===== config.mk =====
export PLATFORM = sky130hd
export DESIGN_NAME = euler_totient_unit
export DESIGN_NICKNAME = d
export VERILOG_FILES = /design/src/rtl/etu_pkg.sv /design/src/rtl/euler_totient_unit.sv
export SDC_FILE = /design/constraint.sdc
export NUM_CORES = 1
export LEC_CHECK = 0
export ABC_CLOCK_PERIOD_IN_PS = 9200
export BUFFER_PORTS_ARGS = -buffer_cell sky130_fd_sc_hd__clkbuf_2
export CAP_MARGIN = 15
export CORE_MARGIN = 3
export CORE_UTILIZATION = 52
export DETAILED_ROUTE_END_ITERATION = 6
export PLACE_DENSITY = 0.69
export SLEW_MARGIN = 20
export SYNTH_ARGS = -nofsm -noshare
export SYNTH_HDL_FRONTEND = slang
export SYNTH_SLANG_ARGS = --single-unit
export TNS_END_PERCENT = 20

===== constraint.sdc =====
create_clock -name clk -period 9.2 [get_ports clk]
set_input_delay 0 -clock clk [delete_from_list [all_inputs] [get_ports clk]]
set_output_delay 0 -clock clk [all_outputs]
set_load 0.01 [all_outputs]

===== src/rtl/etu_pkg.sv =====
// ----------------------------------------------------------------------------
// etu_pkg: shared constants of the totient unit
// Word width, stream data width rounded up to whole bytes and divider step counter width.
// ----------------------------------------------------------------------------
package etu_pkg;

  localparam int WIDTH  = 32;
  localparam int DATA_W = ((WIDTH + 7) / 8) * 8;
  localparam int CNT_W  = $clog2(WIDTH);

endpackage


===== src/rtl/euler_totient_unit.sv =====
// ----------------------------------------------------------------------------
// euler_totient_unit: Euler totient by trial division
// Shared restoring divider driven by a small candidate sequencer.
// ----------------------------------------------------------------------------
// Usage:
//   in_*  : one request per number; in_tdata holds the value.
//   out_* : one result per request; out_tdata holds phi(value).
//   The unit takes a request only while its sequencer is idle. It tries
//   2, 3, then 6k-1 / 6k+1 while p*p <= remainder. Every trial, every
//   repeated divide-out and every result update runs through a single
//   restoring divider, one quotient bit per cycle, and each division ends
//   in an evaluate state. The unit handles one request at a time; the next
//   request is taken as soon as the finished result moves to the output
//   register. Reset clears the sequencer and the output valid flag.
//   A stalled receiver holds out_tdata; the unit finishes the current
//   request and waits with it until the output register frees up.
// ----------------------------------------------------------------------------
module euler_totient_unit
  import etu_pkg::*;
(
  input  logic              clk,
  input  logic              rst_n,
  input  logic              in_tvalid,
  output logic              in_tready,
  input  logic [DATA_W-1:0] in_tdata,   // [WIDTH-1:0] value
  output logic              out_tvalid,
  input  logic              out_tready,
  output logic [DATA_W-1:0] out_tdata   // [WIDTH-1:0] totient
);

  typedef enum logic [3:0] {
    S_IDLE = 4'b0001,
    S_DIV  = 4'b0010,
    S_EVAL = 4'b0100,
    S_DONE = 4'b1000
  } state_t;

  typedef enum logic [1:0] {
    OP_TEST   = 2'd0,   // n / p: divisibility and bound check
    OP_REDUCE = 2'd1,   // res / p after p divided out
    OP_FINAL  = 2'd2    // res / leftover prime
  } op_t;

  localparam logic [WIDTH-1:0] P_TWO   = WIDTH'(2);
  localparam logic [WIDTH-1:0] P_THREE = WIDTH'(3);
  localparam logic [WIDTH-1:0] P_FIVE  = WIDTH'(5);
  localparam logic [WIDTH-1:0] P_STEP  = WIDTH'(6);
  localparam logic [WIDTH-1:0] ONE     = WIDTH'(1);

  state_t              state_r, state_nxt;
  op_t                 op_r, op_nxt;
  logic [WIDTH-1:0]    n_r, n_nxt;
  logic [WIDTH-1:0]    res_r, res_nxt;
  logic [WIDTH-1:0]    p_r, p_nxt;
  logic                chk_r, chk_nxt;
  logic                hi_r, hi_nxt;
  logic                found_r, found_nxt;
  logic [WIDTH-1:0]    dvd_r, dvd_nxt;
  logic [WIDTH-1:0]    den_r, den_nxt;
  logic [WIDTH-1:0]    rem_r, rem_nxt;
  logic [CNT_W-1:0]    cnt_r, cnt_nxt;
  logic                out_tvalid_r, out_tvalid_nxt;
  logic [WIDTH-1:0]    out_data_r, out_data_nxt;

  logic [WIDTH:0]      trial;
  logic [WIDTH:0]      diff;
  logic                ge;
  logic [WIDTH-1:0]    cand_p;
  logic                cand_chk;
  logic                cand_hi;
  logic                start;
  logic [WIDTH-1:0]    s_dvd;
  logic [WIDTH-1:0]    s_den;
  op_t                 s_op;

  // one restoring step of the shared divider
  assign trial = {rem_r, dvd_r[WIDTH-1]};
  assign diff  = trial - {1'b0, den_r};
  assign ge    = ~diff[WIDTH];

  // candidate order: 2, 3, 5, 7, 11, 13, ...; bound checked on each 6k-1
  always_comb begin
    if (p_r == P_TWO) begin
      cand_p   = P_THREE;
      cand_chk = 1'b0;
      cand_hi  = 1'b0;
    end else if (p_r == P_THREE) begin
      cand_p   = P_FIVE;
      cand_chk = 1'b1;
      cand_hi  = 1'b0;
    end else if (!hi_r) begin
      cand_p   = p_r + P_TWO;
      cand_chk = 1'b0;
      cand_hi  = 1'b1;
    end else begin
      cand_p   = p_r + (P_STEP - P_TWO);
      cand_chk = 1'b1;
      cand_hi  = 1'b0;
    end
  end

  always_comb begin
    state_nxt      = state_r;
    op_nxt         = op_r;
    n_nxt          = n_r;
    res_nxt        = res_r;
    p_nxt          = p_r;
    chk_nxt        = chk_r;
    hi_nxt         = hi_r;
    found_nxt      = found_r;
    dvd_nxt        = dvd_r;
    den_nxt        = den_r;
    rem_nxt        = rem_r;
    cnt_nxt        = cnt_r;
    out_tvalid_nxt = out_tvalid_r;
    out_data_nxt   = out_data_r;
    start          = 1'b0;
    s_dvd          = n_r;
    s_den          = p_r;
    s_op           = OP_TEST;

    if (out_tvalid_r && out_tready)
      out_tvalid_nxt = 1'b0;

    unique case (state_r)
      S_IDLE: begin
        if (in_tvalid) begin
          if (in_tdata[WIDTH-1:0] == '0) begin
            res_nxt   = '0;
            state_nxt = S_DONE;
          end else begin
            n_nxt     = in_tdata[WIDTH-1:0];
            res_nxt   = in_tdata[WIDTH-1:0];
            p_nxt     = P_TWO;
            chk_nxt   = 1'b0;
            hi_nxt    = 1'b0;
            found_nxt = 1'b0;
            start     = 1'b1;
            s_dvd     = in_tdata[WIDTH-1:0];
            s_den     = P_TWO;
            s_op      = OP_TEST;
          end
        end
      end
      S_DIV: begin
        rem_nxt = ge ? diff[WIDTH-1:0] : trial[WIDTH-1:0];
        dvd_nxt = {dvd_r[WIDTH-2:0], ge};
        cnt_nxt = cnt_r + CNT_W'(1);
        if (cnt_r == CNT_W'(WIDTH - 1))
          state_nxt = S_EVAL;
      end
      S_EVAL: begin
        // dvd_r holds the quotient, rem_r the remainder
        unique case (op_r)
          OP_TEST: begin
            if (chk_r && (p_r > dvd_r)) begin
              if (n_r > ONE) begin
                start = 1'b1;
                s_dvd = res_r;
                s_den = n_r;
                s_op  = OP_FINAL;
              end else begin
                state_nxt = S_DONE;
              end
            end else if (rem_r == '0) begin
              n_nxt     = dvd_r;
              found_nxt = 1'b1;
              chk_nxt   = 1'b0;
              start     = 1'b1;
              s_dvd     = dvd_r;
              s_den     = p_r;
              s_op      = OP_TEST;
            end else if (found_r) begin
              start = 1'b1;
              s_dvd = res_r;
              s_den = p_r;
              s_op  = OP_REDUCE;
            end else begin
              p_nxt     = cand_p;
              chk_nxt   = cand_chk;
              hi_nxt    = cand_hi;
              found_nxt = 1'b0;
              start     = 1'b1;
              s_dvd     = n_r;
              s_den     = cand_p;
              s_op      = OP_TEST;
            end
          end
          OP_REDUCE: begin
            res_nxt   = res_r - dvd_r;
            p_nxt     = cand_p;
            chk_nxt   = cand_chk;
            hi_nxt    = cand_hi;
            found_nxt = 1'b0;
            start     = 1'b1;
            s_dvd     = n_r;
            s_den     = cand_p;
            s_op      = OP_TEST;
          end
          OP_FINAL: begin
            res_nxt   = res_r - dvd_r;
            state_nxt = S_DONE;
          end
          default: state_nxt = S_DONE;
        endcase
      end
      S_DONE: begin
        if (!out_tvalid_r || out_tready) begin
          out_data_nxt   = res_r;
          out_tvalid_nxt = 1'b1;
          state_nxt      = S_IDLE;
        end
      end
      default: state_nxt = S_IDLE;
    endcase

    if (start) begin
      dvd_nxt   = s_dvd;
      den_nxt   = s_den;
      op_nxt    = s_op;
      rem_nxt   = '0;
      cnt_nxt   = '0;
      state_nxt = S_DIV;
    end
  end

  always_ff @(posedge clk) begin
    if (!rst_n) begin
      state_r      <= S_IDLE;
      out_tvalid_r <= 1'b0;
    end else begin
      state_r      <= state_nxt;
      out_tvalid_r <= out_tvalid_nxt;
    end
  end

  always_ff @(posedge clk) begin
    op_r       <= op_nxt;
    n_r        <= n_nxt;
    res_r      <= res_nxt;
    p_r        <= p_nxt;
    chk_r      <= chk_nxt;
    hi_r       <= hi_nxt;
    found_r    <= found_nxt;
    dvd_r      <= dvd_nxt;
    den_r      <= den_nxt;
    rem_r      <= rem_nxt;
    cnt_r      <= cnt_nxt;
    out_data_r <= out_data_nxt;
  end

  assign in_tready  = (state_r == S_IDLE);
  assign out_tvalid = out_tvalid_r;
  assign out_tdata  = DATA_W'(out_data_r);

endmodule


==> impl_metrics.json, run 1 <==
{
  "outcome": "complete, no violations",
  "yosysTopAreaCell": "edfxtp_1",
  "final_cell_mix": "edfxtp_1 (197), nand2_1 (179), o21ai_0 (178), a21oi_1 (152), nor2_1 (139)",
  "place.detailed.hpwl_mm": 35.69,
  "route.vias.total": 15027,
  "synth_seq_cells": 239,
  "syn_nets": 1978,
  "p_leak_nw": 7.230,
  "portBuffers": 69,
  "syn_inst": 1838,
  "syn_to_final_growth_pct": 11.99,
  "critPathKind": "reg -> reg",
  "relSlewSlack_pct": 34.13,
  "end_kind": "register",
  "wl_per_cell_um": 22.55,
  "ant_nets": 0,
  "grt.total_usage_pct": 30.49,
  "min_period_ps": 4559,
  "finalCritPeriodShare_pct": 49.56,
  "grt_pass1_wl_mm": 82.57,
  "synth_top_family_by_area": "compound AO/OA/AOI/OAI gates",
  "cp-start-kind": "register",
  "drt_iter0_drc": 1631,
  "place_ws_ps": 4767,
  "post-route-util_pct": 59.78,
  "crit_chain": "ha_1 -> nand4_1 -> nor4_1 -> nand3_1 -> nor2_1 -> a2bb2oi_1 -> a21oi_4 -> buf_4 -> buf_4 -> nand2_1 -> nand2_1 -> buf_4 -> clkinv_2 -> nor2_1 -> a31oi_4 -> buf_4",
  "ys_seq_area_share_pct": 40.84,
  "start_util_pct": 53.38,
  "setup_tns_ps": 0,
  "r2r_slack_ps": 4640,
  "cts_buffers": 28,
  "yosys-top-cells-area": "edfxtp_1 (36%), ha_1 (7.7%), o21ai_0 (5.4%)",
  "core-area_um2": 30990,
  "postCtsSetupRepairBufs": 0,
  "cts_tree": "yes",
  "multi_input_comb_area_um2": 9089,
  "grt_max_degree": 84,
  "ys_warn_count": 0,
  "insertion_delay_ps": 570,
  "overflow": 0,
  "fin_ws_ps": 4641,
  "fillers": 2691,
  "rsz0062_at_grt": "false",
  "synthMuxAreaShare_pct": 2.988,
  "critPathSlowestCell": "edfxtp_1",
  "htreeDepth": 1,
  "worst_pin_slew_ps": 984.4,
  "grt_pass1_vias": 14663,
  "swShare_pct": 44.64,
  "die_h_um": 184.4,
  "clkPwrFrac_pct": 17.2,
  "finClkSkew_ps": 20.62,
  "final_nets": 2031,
  "max-vdd-ir-drop_v": 0.0002619,
  "netlist_area_um2": 16540,
  "finalPower_w": 0.006543,
  "synth-xor-area-share_pct": 3.487,
  "maxSlewViolCount": 0,
  "crit_buf_inv": 5,
  "hold_viol": 0,
  "drc": 0,
  "die_x_um": 184.4,
  "die_area_um2": 33990,
  "clock_sinks": 239,
  "crit_family": "buffers and inverters",
  "power_density_nw_per_um2": 353.2,
  "pwr-share-seq_pct": 35.1,
  "worstPathArrival_ps": 4800,
  "gp_congestion": 0.9654,
  "final_common_cell": "edfxtp_1",
  "p_switching_w": 0.002920,
  "hold_path_class": "in -> reg",
  "rows": 64,
  "avgViaCountPerCell": 6.516,
  "drive_gt1_share_pct": 9.005,
  "syn-mean-instance-area_um2": 9.000,
  "yosys.area_share.simple_pct": 16.36,
  "wl_mm": 52.00,
  "antenna_found_initial": 1,
  "synth-edff-count": 197,
  "maxCapViolCount": 0,
  "final_area_um2": 18530,
  "antenna_cells": 0,
  "cts-resized-gates": 0,
  "synth_ff_type": "edfxtp_1",
  "crit_top_cell": "buf_4",
  "place_area_um2": 17220,
  "clock_path_buffers": 3,
  "cts.clk_slew.worst_paths_ps": 60,
  "first_pass_iters": 7,
  "regArea_um2": 6756,
  "synth_compound_area_share_pct": 23.53,
  "max_stage_delay_ps": 540,
  "intPower_w": 0.003622,
  "ys_async_sr_fraction_pct": 0,
  "clock_tree.root_cell": "clkbuf_16",
  "combPwrFrac_pct": 47.7,
  "synthAdderAreaFrac_pct": 7.957,
  "cts_hold_buf": 35,
  "worstPathRequired_ps": 9440,
  "ys_types": 83,
  "io-pin-count": 70,
  "synth_top_area_share_pct": 35.76,
  "fmax_ghz": 0.2193,
  "crit_fanout": 34,
  "final-setup-viol-count": 0
}
==> registers in the layout, summed over array words and instances (netlist names), 2 cells and up <==
| register | count |
|---|---|
| rem_r | 32 |
| state_r | 4 |
| res_r | 32 |
| op_r | 2 |
| out_tdata | 32 |
| den_r | 32 |
| cnt_r | 5 |
| n_r | 32 |
| dvd_r | 32 |
| p_r | 32 |
==> cell usage after synthesis (all sizes together) (35+ instances only) <==
| master | n |
|---|---|
| o21ai | 214 |
| edfxtp | 197 |
| nand2 | 179 |
| a21oi | 153 |
| nor2 | 142 |
| ha | 102 |
| inv | 93 |
| clkbuf | 80 |
| nand3 | 60 |
| mux2i | 46 |
| nor3 | 44 |
| dfxtp | 42 |
| xor2 | 40 |
| a21o | 35 |
| nor4 | 35 |
==> worst paths after layout <==
check	from	end	cells after the start
setup / recovery	p_r[27]	dvd_r[18]	16
hold / removal	in_tvalid	state_r[2]	5
setup reg to reg	p_r[27]	dvd_r[18]	16
hold reg to reg	cnt_r[4]	cnt_r[4]	2
==> per-layer routing <==
layer  vias up  GRT usage, %  routed length (µm)
li1       7036             -                   -
met1      7099         42.20               21900
met2       765         49.03               23520
met3       125         4.954                4811
met4         2         10.13                1751
met5         -             0                  11
==> cell type report <==
cell class	instances	share of cell area, %
well taps	396	2.675
inverters	93	1.891
clock buffers	43	4.647
clock inverters	6	0.2702
multi-input cells	1399	49.06
flip-flops and latches	239	36.47
repair buffers	130	4.984
==> power groups by stage <==
stage               Sequential, W  Combinational, W  Clock, W
floorplan                 0.00205           0.00228         0
global placement          0.00228           0.00292         0
detailed placement        0.00229           0.00300         0
CTS                       0.00228           0.00304   0.00114
global route              0.00235           0.00344   0.00119
finish                    0.00229           0.00312   0.00113
==> stage by stage <==
step	hold slack, ps	instances
3_3_place_gp	249.7	2220
5_1_grt	228.2	2306
6_report	163.2	2306
2_1_floorplan	86.40	1838
4_1_cts	136.9	2304
3_5_place_dp	249.9	2220
==> cells by family (layout without fill, tap and decap cells) <==
family,Yosys count,count (layout)
xor gates and xnor gates,65,65
AOI/OAI and AO/OA,609,609
DFF,239,239
adders and majority gates,104,104
muxes,49,49
and+or+nand+nor,572,572
buffers and inverters,200,272
==> worst register-to-register path, delay by kind of cell (launching register included) <==
kind,cells,cell delay (ps)
buffers and inverters,5,1690
DFF,1,540
AOI/OAI and AO/OA,3,300
and+or+nand+nor,7,1300
adders and majority gates,1,390
No activity file was read; power rests on OpenSTA's default activity.
==> run 2, diff against run 1 <==
ABC_AREA = 1   (was default)
ABC_CLOCK_PERIOD_IN_PS = 4550   (was 9200)
clock period = 4.55 ns   (was 9.2 ns; I/O delays follow)
==> impl_metrics.json, run 2 <==
{
  "outcome": "complete, no violations",
  "crit_buf_inv": 2,
  "worstPathArrival_ps": 3780,
  "wl_mm": 74.78,
  "synth_ff_type": "edfxtp_1",
  "syn_inst": 3122,
  "final_cell_mix": "nand2_1 (961), inv_1 (409), nand3_1 (378), nor2_1 (210), edfxtp_1 (197)",
  "critPathKind": "reg -> reg",
  "antenna_cells": 0,
  "overflow": 0,
  "p_leak_nw": 10.81,
  "yosysMostFrequentCell": "nand2_1",
  "drc": 0,
  "worstPathRequired_ps": 5000,
  "fmax_ghz": 0.3004,
  "synthTopCellsByCount": "nand2_1 (963), inv_1 (410), nand3_1 (378), nor2_1 (216), edfxtp_1 (197)",
  "cp-start-kind": "register",
  "drt_iter0_drc": 2287,
  "grt_max_degree": 77,
  "ys_seq_area_share_pct": 32.93,
  "place.detailed.hpwl_mm": 52.78,
  "avgViaCountPerCell": 5.892,
  "final-setup-viol-count": 0,
  "rsz0062_at_grt": "false",
  "synth_top_family_by_area": "simple AND/OR/NAND/NOR gates",
  "finalPower_w": 0.01187,
  "ys_warn_count": 0,
  "netlist_area_um2": 20510,
  "critPathSlowestCell": "buf_4",
  "portBuffers": 69,
  "syn-mean-instance-area_um2": 6.571,
  "finalCritPeriodShare_pct": 73.15,
  "gp_congestion": 1.003,
  "synthMuxAreaShare_pct": 0,
  "ys_async_sr_fraction_pct": 0,
  "cts_tree": "yes",
  "cts.clk_slew.worst_paths_ps": 60,
  "crit_top_cell": "nand2_1",
  "synth-edff-count": 197,
  "grt_pass1_wl_mm": 116.2,
  "die_area_um2": 41870,
  "crit_chain": "ha_1 -> nand2_1 -> inv_2 -> nand3_1 -> nor3_2 -> nand2_1 -> nand2_1 -> nand2_1 -> nand2_2 -> nand2_4 -> o21ai_4 -> buf_4 -> nand3_1 -> nand2_1",
  "antenna_found_initial": 0,
  "synthAdderAreaFrac_pct": 6.416,
  "max-vdd-ir-drop_v": 0.0003553,
  "finClkSkew_ps": 15.32,
  "min_period_ps": 3328,
  "wl_per_cell_um": 20.27,
  "yosys-top-cells-area": "edfxtp_1 (29%), nand2_1 (18%), nand3_1 (9.2%)",
  "relSlewSlack_pct": 32.57,
  "maxCapViolCount": 0,
  "synth_seq_cells": 239,
  "final_common_cell": "nand2_1",
  "yosys.area_share.simple_pct": 36.08,
  "start_util_pct": 52.84,
  "synth_compound_area_share_pct": 11.88,
  "rows": 72,
  "cts-resized-gates": 0,
  "core-area_um2": 38830,
  "power_density_nw_per_um2": 524.2,
  "worst_pin_slew_ps": 1009,
  "hold_viol": 0,
  "crit_fanout": 67,
  "whs_ps": 181.9,
  "syn_to_final_growth_pct": 10.42,
  "setup_tns_ps": 0,
  "max_stage_delay_ps": 690,
  "maxSlewViolCount": 0,
  "hold_path_class": "in -> reg",
  "syn_nets": 3262,
  "clock_sinks": 239,
  "insertion_delay_ps": 590,
  "clock_path_buffers": 3,
  "ys_types": 45,
  "die_h_um": 204.6,
  "yosysTopAreaCell": "edfxtp_1",
  "ant_nets": 0,
  "synth-xor-area-share_pct": 1.708,
  "grt.total_usage_pct": 35.10,
  "io-pin-count": 70,
  "clock_tree.root_cell": "clkbuf_16",
  "crit_family": "simple AND/OR/NAND/NOR gates",
  "drive_gt1_share_pct": 6.305,
  "die_x_um": 204.6,
  "end_kind": "register",
  "grt_pass1_vias": 21193,
  "route.vias.total": 21743,
  "cts_buffers": 31,
  "final_nets": 3287,
  "synth_top_area_share_pct": 28.84,
  "r2r_slack_ps": 1220,
  "htreeDepth": 1,
  "first_pass_iters": 7
}
-- run 2: changes by cell type after synthesis, sizes merged, moves of 20 or more --
cell    previous run  this run
nand4             22        81
buf               27        64
nand2            179       967
a21o              35         6
a22oi             20         0
nand2b            21         1
nor2             142       218
nand3b             6        35
nor4              35         6
a222oi            32         0
nand3             60       378
mux2i             46         0
inv               93       427
-- run 2: power breakdown --
part	leakage (nW)	switching, W	internal [W]
registers	2.24	0.000616	0.00311
logic	8.07	0.00383	0.00175
clock network	0.502	0.00103	0.00154
total	10.8	0.00547	0.00641
-- run 2: logic make-up after synthesis --
family | Yosys count
and+or+nand+nor | 1723
buffers and inverters | 579
AOI/OAI and AO/OA | 437
DFF | 239
adders and majority gates | 104
xor gates and xnor gates | 40
-- run 2: final cells by class --
cell class / count / area [µm²]
Clock buffer: 39 / 815.8
Tap cell: 518 / 648.1
Clock inverter: 19 / 225.2
Sequential cell: 239 / 6756
Multi-Input combinational cell: 2304 / 11560
Timing Repair Buffer: 143 / 1039
Fill cell: 3763 / 16170
Inverter: 428 / 1612
-- run 2: worst paths after layout --
kind	startpoint	to	cells after the start
worst max-delay path	p_r[11]	dvd_r[0]	14
worst min-delay path	in_tvalid	state_r[3]	7
worst max register to register	p_r[11]	dvd_r[0]	14
worst min register to register	cnt_r[4]	cnt_r[4]	2
-- run 2: layer usage --
layer	vias to the layer above	part of all wire, %	track usage [%]
met5	-	0	0
met1	9966	39	44.11
met3	232	8.9	5.196
met4	0	5.6	18.73
li1	10393	-	-
met2	1152	46	58.31
-- run 2: through the flow --
step | instances | setup WS (ps) | util (%) | instance area (µm²)
2_1_floorplan | 3122 | 643.6 | - | 20510
3_5_place_dp | 3596 | 1281 | 54.71 | 21240
4_1_cts | 3689 | 1245 | 58.29 | 22630
3_3_place_gp | 3596 | 1285 | 54.71 | 21240
6_report | 3690 | 1222 | 58.34 | 22650
5_1_grt | 3690 | 1058 | 58.34 | 22650
-- run 2: repair_timing --
| action | in CTS | in global routing |
|---|---|---|
| hold buffers | 35 | 0 |
| buffers inserted | 0 | 0 |
| hold endpoints to repair | 69 | 0 |
-- run 2: worst reg2reg max path: cells and delay by family (launching register included) --
kind	cells	cell delay, ps
adders and majority gates	1	360
AOI/OAI and AO/OA	1	150
buffers and inverters	2	740
and+or+nand+nor	10	1440
DFF	1	520
